--- src/hdl/lbs_pkg.sv ---
// Shared types, codes and helpers for the literal byte search unit.
// No dependencies; used by lbs_match and literal_byte_search_unit.
`default_nettype none

package lbs_pkg;

    localparam int MAX_LITERAL_DEF = 32;
    localparam int OFFSET_BITS_DEF = 32;

    localparam int LIT_BYTES = 32;
    localparam int LIT_WORDS = 4;
    localparam int WORD_W    = 64;
    localparam int LEN_W     = 6;
    localparam int CFG_IDX_W = 3;
    localparam int OUT_OFF_W = 32;

    localparam logic [7:0] HIGH_BYTE   = 8'h80;
    localparam logic [7:0] UPPER_FIRST = 8'h41;
    localparam logic [7:0] UPPER_LAST  = 8'h5A;
    localparam logic [7:0] FOLD_DIST   = 8'h20;

    typedef enum logic [CFG_IDX_W-1:0] {
        CFG_LITERAL_LENGTH   = 3'd0,
        CFG_CASE_INSENSITIVE = 3'd1,
        CFG_LIT_LOW          = 3'd2,
        CFG_LIT_SECOND       = 3'd3,
        CFG_LIT_THIRD        = 3'd4,
        CFG_LIT_HIGH         = 3'd5
    } t_cfg_index;

    typedef enum logic [1:0] {
        KIND_MATCH = 2'd0,
        KIND_CLEAN = 2'd1,
        KIND_ABORT = 2'd2
    } t_kind;

    typedef struct packed {
        t_kind                 kind;
        logic [OUT_OFF_W-1:0]  offset;
        logic                  last;
    } t_result;

    typedef struct packed {
        logic hit;
        logic bad;
    } t_match_flags;

    function automatic logic [7:0] fold_byte(input logic [7:0] b);
        return (b >= UPPER_FIRST && b <= UPPER_LAST) ? b + FOLD_DIST : b;
    endfunction

endpackage

`default_nettype wire

--- src/hdl/lbs_match.sv ---
// Shift-and step of the literal byte search: byte compare, abort test and
// next partial match vector. Depends on lbs_pkg.
`default_nettype none

module lbs_match #(
    parameter int PM_W = lbs_pkg::LIT_BYTES
) (
    input  wire logic [PM_W-1:0]       i_pm,
    input  wire logic [7:0]            i_byte,
    input  wire logic                  i_ci,
    input  wire logic [lbs_pkg::LEN_W-1:0] i_len,
    input  wire logic                  i_aborted,
    input  wire logic [PM_W*8-1:0]     i_lit,
    output logic [PM_W-1:0]            o_pm_next,
    output lbs_pkg::t_match_flags      o_flags
);

    localparam int LW = lbs_pkg::LEN_W;

    logic [PM_W-1:0] eq;
    logic [PM_W-1:0] len_mask;
    logic [PM_W-1:0] last_mask;
    logic [7:0]      byte_cmp;
    logic            bad;
    logic            inject;

    always_comb begin
        byte_cmp = i_ci ? lbs_pkg::fold_byte(i_byte) : i_byte;
        for (int k = 0; k < PM_W; k++) begin
            eq[k] = i_ci ? (byte_cmp == lbs_pkg::fold_byte(i_lit[k*8 +: 8]))
                         : (byte_cmp == i_lit[k*8 +: 8]);
            len_mask[k]  = (LW'(k) < i_len);
            last_mask[k] = (LW'(k + 1) == i_len);
        end
    end

    assign bad    = (i_byte == 8'h00) || (i_ci && i_byte >= lbs_pkg::HIGH_BYTE);
    assign inject = !i_aborted && !bad && (i_len != '0);

    assign o_pm_next   = PM_W'({i_pm, inject}) & eq & len_mask;
    assign o_flags.hit = |(o_pm_next & last_mask);
    assign o_flags.bad = bad;

endmodule

`default_nettype wire

--- src/hdl/literal_byte_search_unit.sv ---
// Top level of the literal byte search unit: config registers, buffer state
// and a two-entry result holding stage. Depends on lbs_pkg and lbs_match.
//
//   channel   dir  payload                          transfer
//   s_axis    in   tdata[7:0] byte, tlast end       tvalid && tready
//   m_axis    out  tdata[31:0] offset, tuser kind,  tvalid && tready
//                  tlast final result
//   cfg       in   index[2:0], data[63:0]           i_cfg_valid && o_cfg_ready
//
// One byte per cycle while the holding stage has room; its results are
// registered and appear the next cycle. A match byte that ends the buffer
// holds two results; the input stalls while the second is held. Reset is
// synchronous, active low, and resets all but the result payloads; config
// is always ready. Output stalls reach s_axis_tready via the holding stage.
`default_nettype none

module literal_byte_search_unit #(
    parameter int MAX_LITERAL = lbs_pkg::MAX_LITERAL_DEF,
    parameter int OFFSET_BITS = lbs_pkg::OFFSET_BITS_DEF
) (
    input  wire logic        i_clk,
    input  wire logic        i_rst_n,
    input  wire logic        s_axis_tvalid,
    output logic             s_axis_tready,
    input  wire logic [7:0]  s_axis_tdata,   // [7:0] data_byte
    input  wire logic        s_axis_tlast,
    output logic             m_axis_tvalid,
    input  wire logic        m_axis_tready,
    output logic [31:0]      m_axis_tdata,   // [31:0] match_offset
    output logic [1:0]       m_axis_tuser,   // [1:0] kind
    output logic             m_axis_tlast,
    input  wire logic        i_cfg_valid,
    output logic             o_cfg_ready,
    input  wire logic [lbs_pkg::CFG_IDX_W-1:0] i_cfg_index,
    input  wire logic [lbs_pkg::WORD_W-1:0]    i_cfg_data
);

    localparam int PM_W = (MAX_LITERAL < lbs_pkg::LIT_BYTES) ? MAX_LITERAL
                                                              : lbs_pkg::LIT_BYTES;
    localparam int LW   = lbs_pkg::LEN_W;
    localparam int WW   = lbs_pkg::WORD_W;

    logic [LW-1:0]                      r_len;
    logic                               r_ci;
    logic [lbs_pkg::LIT_BYTES*8-1:0]    r_lit;

    logic [PM_W-1:0]        r_pm;
    logic [OFFSET_BITS-1:0] r_pos;
    logic                   r_abort;

    logic                   r_v0, r_v1;
    lbs_pkg::t_result       r_res0, r_res1;
    logic                   n_v0, n_v1;
    lbs_pkg::t_result       n_res0, n_res1;

    logic                   acc, pop;
    logic [LW-1:0]          len_eff;
    logic [PM_W-1:0]        pm_next;
    lbs_pkg::t_match_flags  flags;
    logic [OFFSET_BITS-1:0] lm1_ext;
    logic [OFFSET_BITS-1:0] start;
    logic [63:0]            start64;
    logic                   binary;
    lbs_pkg::t_result       res_match, res_stat;

    assign o_cfg_ready   = 1'b1;
    assign acc           = s_axis_tvalid && s_axis_tready;
    assign pop           = r_v0 && m_axis_tready;
    assign s_axis_tready = !r_v0 || (!r_v1 && m_axis_tready);

    assign len_eff = (r_len > LW'(PM_W)) ? LW'(PM_W) : r_len;

    lbs_match #(
        .PM_W (PM_W)
    ) u_match (
        .i_pm      (r_pm),
        .i_byte    (s_axis_tdata),
        .i_ci      (r_ci),
        .i_len     (len_eff),
        .i_aborted (r_abort),
        .i_lit     (r_lit[PM_W*8-1:0]),
        .o_pm_next (pm_next),
        .o_flags   (flags)
    );

    assign lm1_ext = OFFSET_BITS'(len_eff - LW'(1));
    assign start   = (r_pos >= lm1_ext) ? (r_pos - lm1_ext) : '0;
    assign start64 = 64'(start);
    assign binary  = r_abort || flags.bad || (len_eff == '0);

    always_comb begin
        res_match.kind   = lbs_pkg::KIND_MATCH;
        res_match.offset = start64[lbs_pkg::OUT_OFF_W-1:0];
        res_match.last   = 1'b0;
        res_stat.kind    = binary ? lbs_pkg::KIND_ABORT : lbs_pkg::KIND_CLEAN;
        res_stat.offset  = '0;
        res_stat.last    = 1'b1;
    end

    always_comb begin
        n_v0   = r_v0;
        n_v1   = r_v1;
        n_res0 = r_res0;
        n_res1 = r_res1;
        if (pop) begin
            n_v0   = r_v1;
            n_res0 = r_res1;
            n_v1   = 1'b0;
        end
        if (acc) begin
            n_v1 = 1'b0;
            if (flags.hit) begin
                n_v0   = 1'b1;
                n_res0 = res_match;
                if (s_axis_tlast) begin
                    n_v1   = 1'b1;
                    n_res1 = res_stat;
                end
            end else if (s_axis_tlast) begin
                n_v0   = 1'b1;
                n_res0 = res_stat;
            end else begin
                n_v0 = 1'b0;
            end
        end
    end

    always_ff @(posedge i_clk) begin
        if (!i_rst_n) begin
            r_len   <= LW'(1);
            r_ci    <= 1'b0;
            r_lit   <= '0;
            r_pm    <= '0;
            r_pos   <= '0;
            r_abort <= 1'b0;
            r_v0    <= 1'b0;
            r_v1    <= 1'b0;
        end else begin
            r_v0 <= n_v0;
            r_v1 <= n_v1;
            if (i_cfg_valid) begin
                case (i_cfg_index)
                    lbs_pkg::CFG_LITERAL_LENGTH:   r_len <= i_cfg_data[LW-1:0];
                    lbs_pkg::CFG_CASE_INSENSITIVE: r_ci <= i_cfg_data[0];
                    lbs_pkg::CFG_LIT_LOW:          r_lit[0*WW +: WW] <= i_cfg_data;
                    lbs_pkg::CFG_LIT_SECOND:       r_lit[1*WW +: WW] <= i_cfg_data;
                    lbs_pkg::CFG_LIT_THIRD:        r_lit[2*WW +: WW] <= i_cfg_data;
                    lbs_pkg::CFG_LIT_HIGH:         r_lit[3*WW +: WW] <= i_cfg_data;
                    default: ;
                endcase
            end
            if (acc) begin
                if (s_axis_tlast) begin
                    r_pm    <= '0;
                    r_pos   <= '0;
                    r_abort <= 1'b0;
                end else begin
                    r_pm    <= pm_next;
                    r_abort <= r_abort || flags.bad;
                    if (r_pos != '1) begin
                        r_pos <= r_pos + OFFSET_BITS'(1);
                    end
                end
            end
        end
    end

    always_ff @(posedge i_clk) begin
        r_res0 <= n_res0;
        r_res1 <= n_res1;
    end

    assign m_axis_tvalid = r_v0;
    assign m_axis_tdata  = r_res0.offset;
    assign m_axis_tuser  = r_res0.kind;
    assign m_axis_tlast  = r_res0.last;

    a_hold_order: assert property (@(posedge i_clk) disable iff (!i_rst_n)
        r_v1 |-> r_v0)
        else $error("second held result without a first");

    a_buffer_clear: assert property (@(posedge i_clk) disable iff (!i_rst_n)
        acc && s_axis_tlast |=> (r_pos == '0) && (r_pm == '0) && !r_abort)
        else $error("buffer state not cleared after final byte");

    a_match_not_last: assert property (@(posedge i_clk) disable iff (!i_rst_n)
        r_v0 && (r_res0.kind == lbs_pkg::KIND_MATCH) |-> !r_res0.last)
        else $error("match result flagged as final");

    a_pos_monotonic: assert property (@(posedge i_clk) disable iff (!i_rst_n)
        !acc |=> r_pos == $past(r_pos))
        else $error("byte position moved without a transfer");

endmodule

`default_nettype wire
--- config.mk ---
export PLATFORM = sky130hd
export DESIGN_NAME = literal_byte_search_unit
export DESIGN_NICKNAME = d
export VERILOG_FILES = /design/src/hdl/lbs_pkg.sv /design/src/hdl/lbs_match.sv /design/src/hdl/literal_byte_search_unit.sv
export SDC_FILE = /design/constraint.sdc
export NUM_CORES = 1
export LEC_CHECK = 0
export BUFFER_PORTS_ARGS = -buffer_cell sky130_fd_sc_hd__buf_4
export CAP_MARGIN = 40
export CORE_MARGIN = 4
export CORE_UTILIZATION = 69
export CTS_BUF_LIST = sky130_fd_sc_hd__clkbuf_4
export CTS_CLUSTER_SIZE = 14
export DETAILED_ROUTE_END_ITERATION = 7
export PLACE_DENSITY = 0.95
export SYNTH_ARGS = -nofsm -noshare
export SYNTH_HDL_FRONTEND = slang
export SYNTH_SLANG_ARGS = --single-unit
--- constraint.sdc ---
create_clock -name i_clk -period 7.25 [get_ports i_clk]
set_clock_uncertainty 0.1 [all_clocks]
set_input_delay 1.45 -clock i_clk [delete_from_list [all_inputs] [get_ports i_clk]]
set_output_delay 1.45 -clock i_clk [all_outputs]
set_load 0.1 [all_outputs]
======== Yosys cells after proc, flatten, opt, wreduce, memory -nomap -nowiden ========
Cells that the tools add are included.
storage, ports and cells
  register bits ........................... 366
cells by class
  $add $sub $neg .......................... 36
  $lt $le $gt $ge ......................... 101
  equality and inequality tests ........... 102
  mux-type cells .......................... 84
  bitwise gates (word level) .............. 3
  reductions and logical operators ........ 62
operators by type and width
  operator                                                            count
  == test 8 bit                                                       64
  two-way mux 8 bit                                                   34
  adder 8 x 6 -> 8 bit (second input constant)                        33
  greater-or-equal comparator 8 x 7 -> 1 bit (second input constant)  33
  less-or-equal comparator 8 x 7 -> 1 bit (second input constant)     33
  two-way mux 35 bit                                                  4
  AND 32 bit                                                          3
  == test 5 x 6 -> 1 bit (first input constant)                       16
  less-than comparator 5 x 6 -> 1 bit (first input constant)          16
  two-way mux 32 bit                                                  3
  == test 4 x 6 -> 1 bit (first input constant)                       8
  less-than comparator 4 x 6 -> 1 bit (first input constant)          8
  two-way mux 1 bit                                                   40
  logical AND 1 bit                                                   39
  adder 32 x 1 -> 32 bit (second input constant)                      1
  greater-or-equal comparator 32 bit                                  1
  inequality test 32 bit (second input constant)                      1
  OR reduction 32 bit                                                 1
  subtractor 32 bit                                                   1
  two-way mux 31 bit                                                  1
  == test 3 x 6 -> 1 bit (first input constant)                       4
  less-than comparator 3 x 6 -> 1 bit (first input constant)          4
  AND reduction 2 bit                                                 7
  == test 2 x 6 -> 1 bit (first input constant)                       2
  other kinds (20)                                                    31

======== Longest topological paths before layout ========
  word-level depth ........................ 12
  depth in mapped cells ................... 21
  gate-level depth less buffers ........... 18

======== Modules after synthesis ========
A second synthesis with hierarchy kept.
second synthesis, totals
  cells, all modules ...................... 2843
  area, all modules ....................... 22432.8 sq um
by module, submodules not included
  module                    instances  cells each  area an instance (sq um)  sequential area each (sq um)
  literal_byte_search_unit  1          1866        15591.2                   7367.1
  lbs_match                 1          977         6841.6                    0.0

======== Least setup slack after synthesis ========
Ideal clock, no wire load.
  path type ............................... flip-flop to flip-flop
  start point ............................. reg r_len[1]
  end point ............................... reg r_res0, in the netlist m_axis_tdata[31]
  setup time .............................. 120 ps
  arrival time ............................ 4546 ps
  required time ........................... 7030 ps
  setup slack ............................. 2484 ps
  stages on the path, launching flop included .. 21
  cell sequence ........................... dfxtp_1 clkbuf_1 nor2b_1 inv_1 ha_1 clkbuf_1 nand2_1 nor2_1 inv_1 ha_1 a21o_1 a41oi_1 o21ai_0 a21oi_1 o211ai_1 o311ai_0 nand3b_1 a221o_1 and4_1 nor3_1 o2bb2ai_2
RTL lines
  item                    line                             text
  start, declared         literal_byte_search_unit.sv:43   logic [LW-1:0] r_len;
  start signal, assigned  literal_byte_search_unit.sv:143  lbs_pkg::CFG_LITERAL_LENGTH: r_len <= i_cfg_data[LW-1:0];
  end signal, assigned    literal_byte_search_unit.sv:169  r_res0 <= n_res0;
  end, declared           literal_byte_search_unit.sv:52   lbs_pkg::t_result r_res0, r_res1;

==> out/metrics.yaml <==
run_status:
  outcome: "finished, violations left"
  violations: "design-rule violations"
timing:
  timing.fmax_ghz: 0.163
  post-route-period-util_pct: 84.8
  finalHoldViolations: 0
  grt_setup_unrepaired: "no"
  drv_slew: 0
  setup_viol: 0
  fin_crit_ns: 6.15
  setup_tns_ns: 0
  worst_pin_slew_ns: 0.916
  post-route-worst-setup-slack_ns: 1.10
  slew_headroom_pct: 38.9
floorplanning:
  dieArea_um2: 34700
  io_pins: 119
  row_count: 64
  core_area_um2: 31000
  die_h_um: 186
  floorplan.initialDensity_pct: 70.7
  die_x_um: 186
synthesis:
  yosys_most_used_dff: "dfxtp_1"
  synth_nets: 2879
  synth_common_cells: "nand2_1, dfxtp_1, a21boi_0"
  synth_edf_count: 2
  avgSynthCellArea_um2: 8.03
  ys_seq_area_share_pct: 33.5
  synth_cells: 2726
  yosysTopAreaCell: "dfxtp_1"
  ys_top_cells_by_area: "dfxtp_1, nand2_1, a21boi_0, xnor2_1, ha_1"
  synth_top_area_share_pct: 33.3
  synth_area_um2: 21900
  synthArstFlopShare_pct: 0
  synth.distinct_cells: 82
  synth-seq-cells: 366
  yosysMostFrequentCell: "nand2_1"
  synth_warnings: 0
routing:
  vias_per_cell: 6.60
  initialDrtViolationCount: 2326
  postRouteAntennaNets: 0
  dr.pass1.iters: 8
  wl_um: 67500
  drc_errors: 2
  num_vias: 21500
  wl_per_cell_um: 20.7
power_and_ir_drop:
  power.clock.fraction_pct: 38.9
  p_seq_share_pct: 46.7
  total_leakage_power_nw: 8.62
  power_density_nw_per_um2: 187
  pwr-share-comb_pct: 14.3
  swShare_pct: 28.9
  switchingPower_mw: 1.29
  p_int_mw: 3.18
  vdd_drop_max_mv: 0.154
clock_network:
  cts.sinks: 366
  numCtsBuffers: 94
  cts_setup_buffers: 0
  cts_root_buffer: "clkbuf_4"
  tritoncts: "done"
  ctsLongestPathBuffers: 3
  ctsResizeCount: 0
  clkLatencyLatePin_ns: 0.78
  holdBufCountCts: 0
  clkSlewWorstSetupHoldPaths_ns: 0.07
  htree_levels: 3
setup_path:
  critPathLaunchType: "flip-flop"
  cp-end-kind: "flip-flop"
  crit_type: "reg2reg"
  required_ns: 7.77
  worstPathArrival_ns: 6.67
  worstPathMaxFanout: 26
global_route:
  antenna_found_initial: 1
  track_usage_pct: 38.2
  grt_pass1_vias: 21500
  grt-ovfl-total: 0
  grt_pass1_wl_um: 108000
  grt_max_degree: 97
finish:
  layout-drive-gt1-share_pct: 12.1
  finalNetCount: 2960
  areaGrowthSynthToFinish_pct: 9.27
placed_design:
  port_buffers: 117
  gp_congestion: 0.976
  dp_slack_ns: 1.33
  hpwl_um: 45900
job:
  cap_violations: 0
min_path:
  hp-class: "reg2reg"
[metrics by stage]
step / std cells / hold slack [ns] / cell area (µm²) / utilization (%) / total power [mW]
floorplan: 2726 / 0.330 / 21900 / - / 2.57
global placement: 3103 / 0.347 / 22700 / 73.4 / 2.72
detailed placement: 3107 / 0.358 / 22800 / 73.6 / 2.75
CTS: 3263 / 0.370 / 23900 / 77.2 / 4.48
global route: 3264 / 0.384 / 23900 / 77.2 / 4.65
finish: 3264 / 0.372 / 23900 / 77.2 / 4.48
[area by class of cell]
class	instances	area, µm²
Inverter	78	294
Multi-Input combinational cell	2128	13600
Clock inverter	19	97.6
Sequential cell	366	7350
Antenna cell	1	2.50
Tap cell	396	495
Clock buffer	137	1030
Fill cell	2072	7060
Timing Repair Buffer	139	1080
[state kept, by name, summed over array words and instances (netlist names)]
name	count
r_lit	256
r_v1	1
r_abort	1
r_res1	2
m_axis_tdata	32
r_len	6
m_axis_tuser	2
m_axis_tvalid	1
m_axis_tlast	1
r_pm	31
r_pos	32
r_ci	1
[final timing paths]
path                                       startpoint                       end  slack [ns]  cells after the start
worst min-delay path            r_pm[22]$_SDFFE_PN0P_     r_pm[22]$_SDFFE_PN0P_        0.37                      2
worst max register to register  r_len[1]$_SDFFE_PN0P_  m_axis_tdata[31]$_DFF_P_        1.10                     18
worst max-delay path            r_len[1]$_SDFFE_PN0P_  m_axis_tdata[31]$_DFF_P_        1.10                     18
worst min register to register  r_pm[22]$_SDFFE_PN0P_     r_pm[22]$_SDFFE_PN0P_        0.37                      2
[cells in the final DEF, fill, tap and decap left out, drive strengths merged, types with 72 or more instances in the layout]
master  Yosys  routed
nor2       97      97
o21ai      72      72
a21oi      92      92
a21boi    264     264
buf        43     139
nand2     630     630
clkbuf    111     137
xor2      101     101
xnor2     203     203
dfxtp     364     364
inv        77      80
[layer usage]
layer  vias up  GRT usage [%]  wire (µm)
met4         0           23.8       4190
li1       9677              -          -
met2      1382           64.6      32100
met1     10100           44.3      24400
met5         -              0          0
met3       386           7.93       6750
[worst max-delay path: stages (launching register included)]
cell and delay (ns):
dfxtp_1 0.62, nor2b_1 0.35, inv_1 0.11, ha_1 0.36
nand2_1 0.30, nor2_1 0.13, inv_1 0.69, ha_1 0.43
a21o_1 0.20, a41oi_1 0.19, o21ai_0 0.11, a21oi_1 0.17
o211ai_1 0.19, o311ai_0 0.79, nand3b_1 0.26, a221o_1 0.41
and4_1 0.22, nor3_1 0.27, o2bb2ai_2 0.09
[cells by family (layout without fill, tap and decap cells)]
| group | Yosys count | in the layout | share of synthesized area, % |
|---|---|---|---|
| other | 1 | 2 | 0.0171 |
| DFF | 366 | 366 | 33.5 |
| and+or+nand+nor | 1107 | 1107 | 23.4 |
| adders and majority gates | 72 | 72 | 4.15 |
| xor gates and xnor gates | 304 | 304 | 12.2 |
| buffers and inverters | 232 | 373 | 4.64 |
| AOI/OAI and AO/OA | 634 | 634 | 21.6 |
| muxes | 10 | 10 | 0.457 |
[power groups by stage]
| stage | logic [mW] | clock network (mW) | registers (mW) |
|---|---|---|---|
| global route | 0.686 | 1.87 | 2.10 |
| detailed placement | 0.618 | 0 | 2.14 |
| global placement | 0.593 | 0 | 2.13 |
| floorplan | 0.431 | 0 | 2.14 |
| CTS | 0.626 | 1.76 | 2.09 |
| finish | 0.642 | 1.74 | 2.09 |
Note: power is estimated with default switching activity, not from simulation.
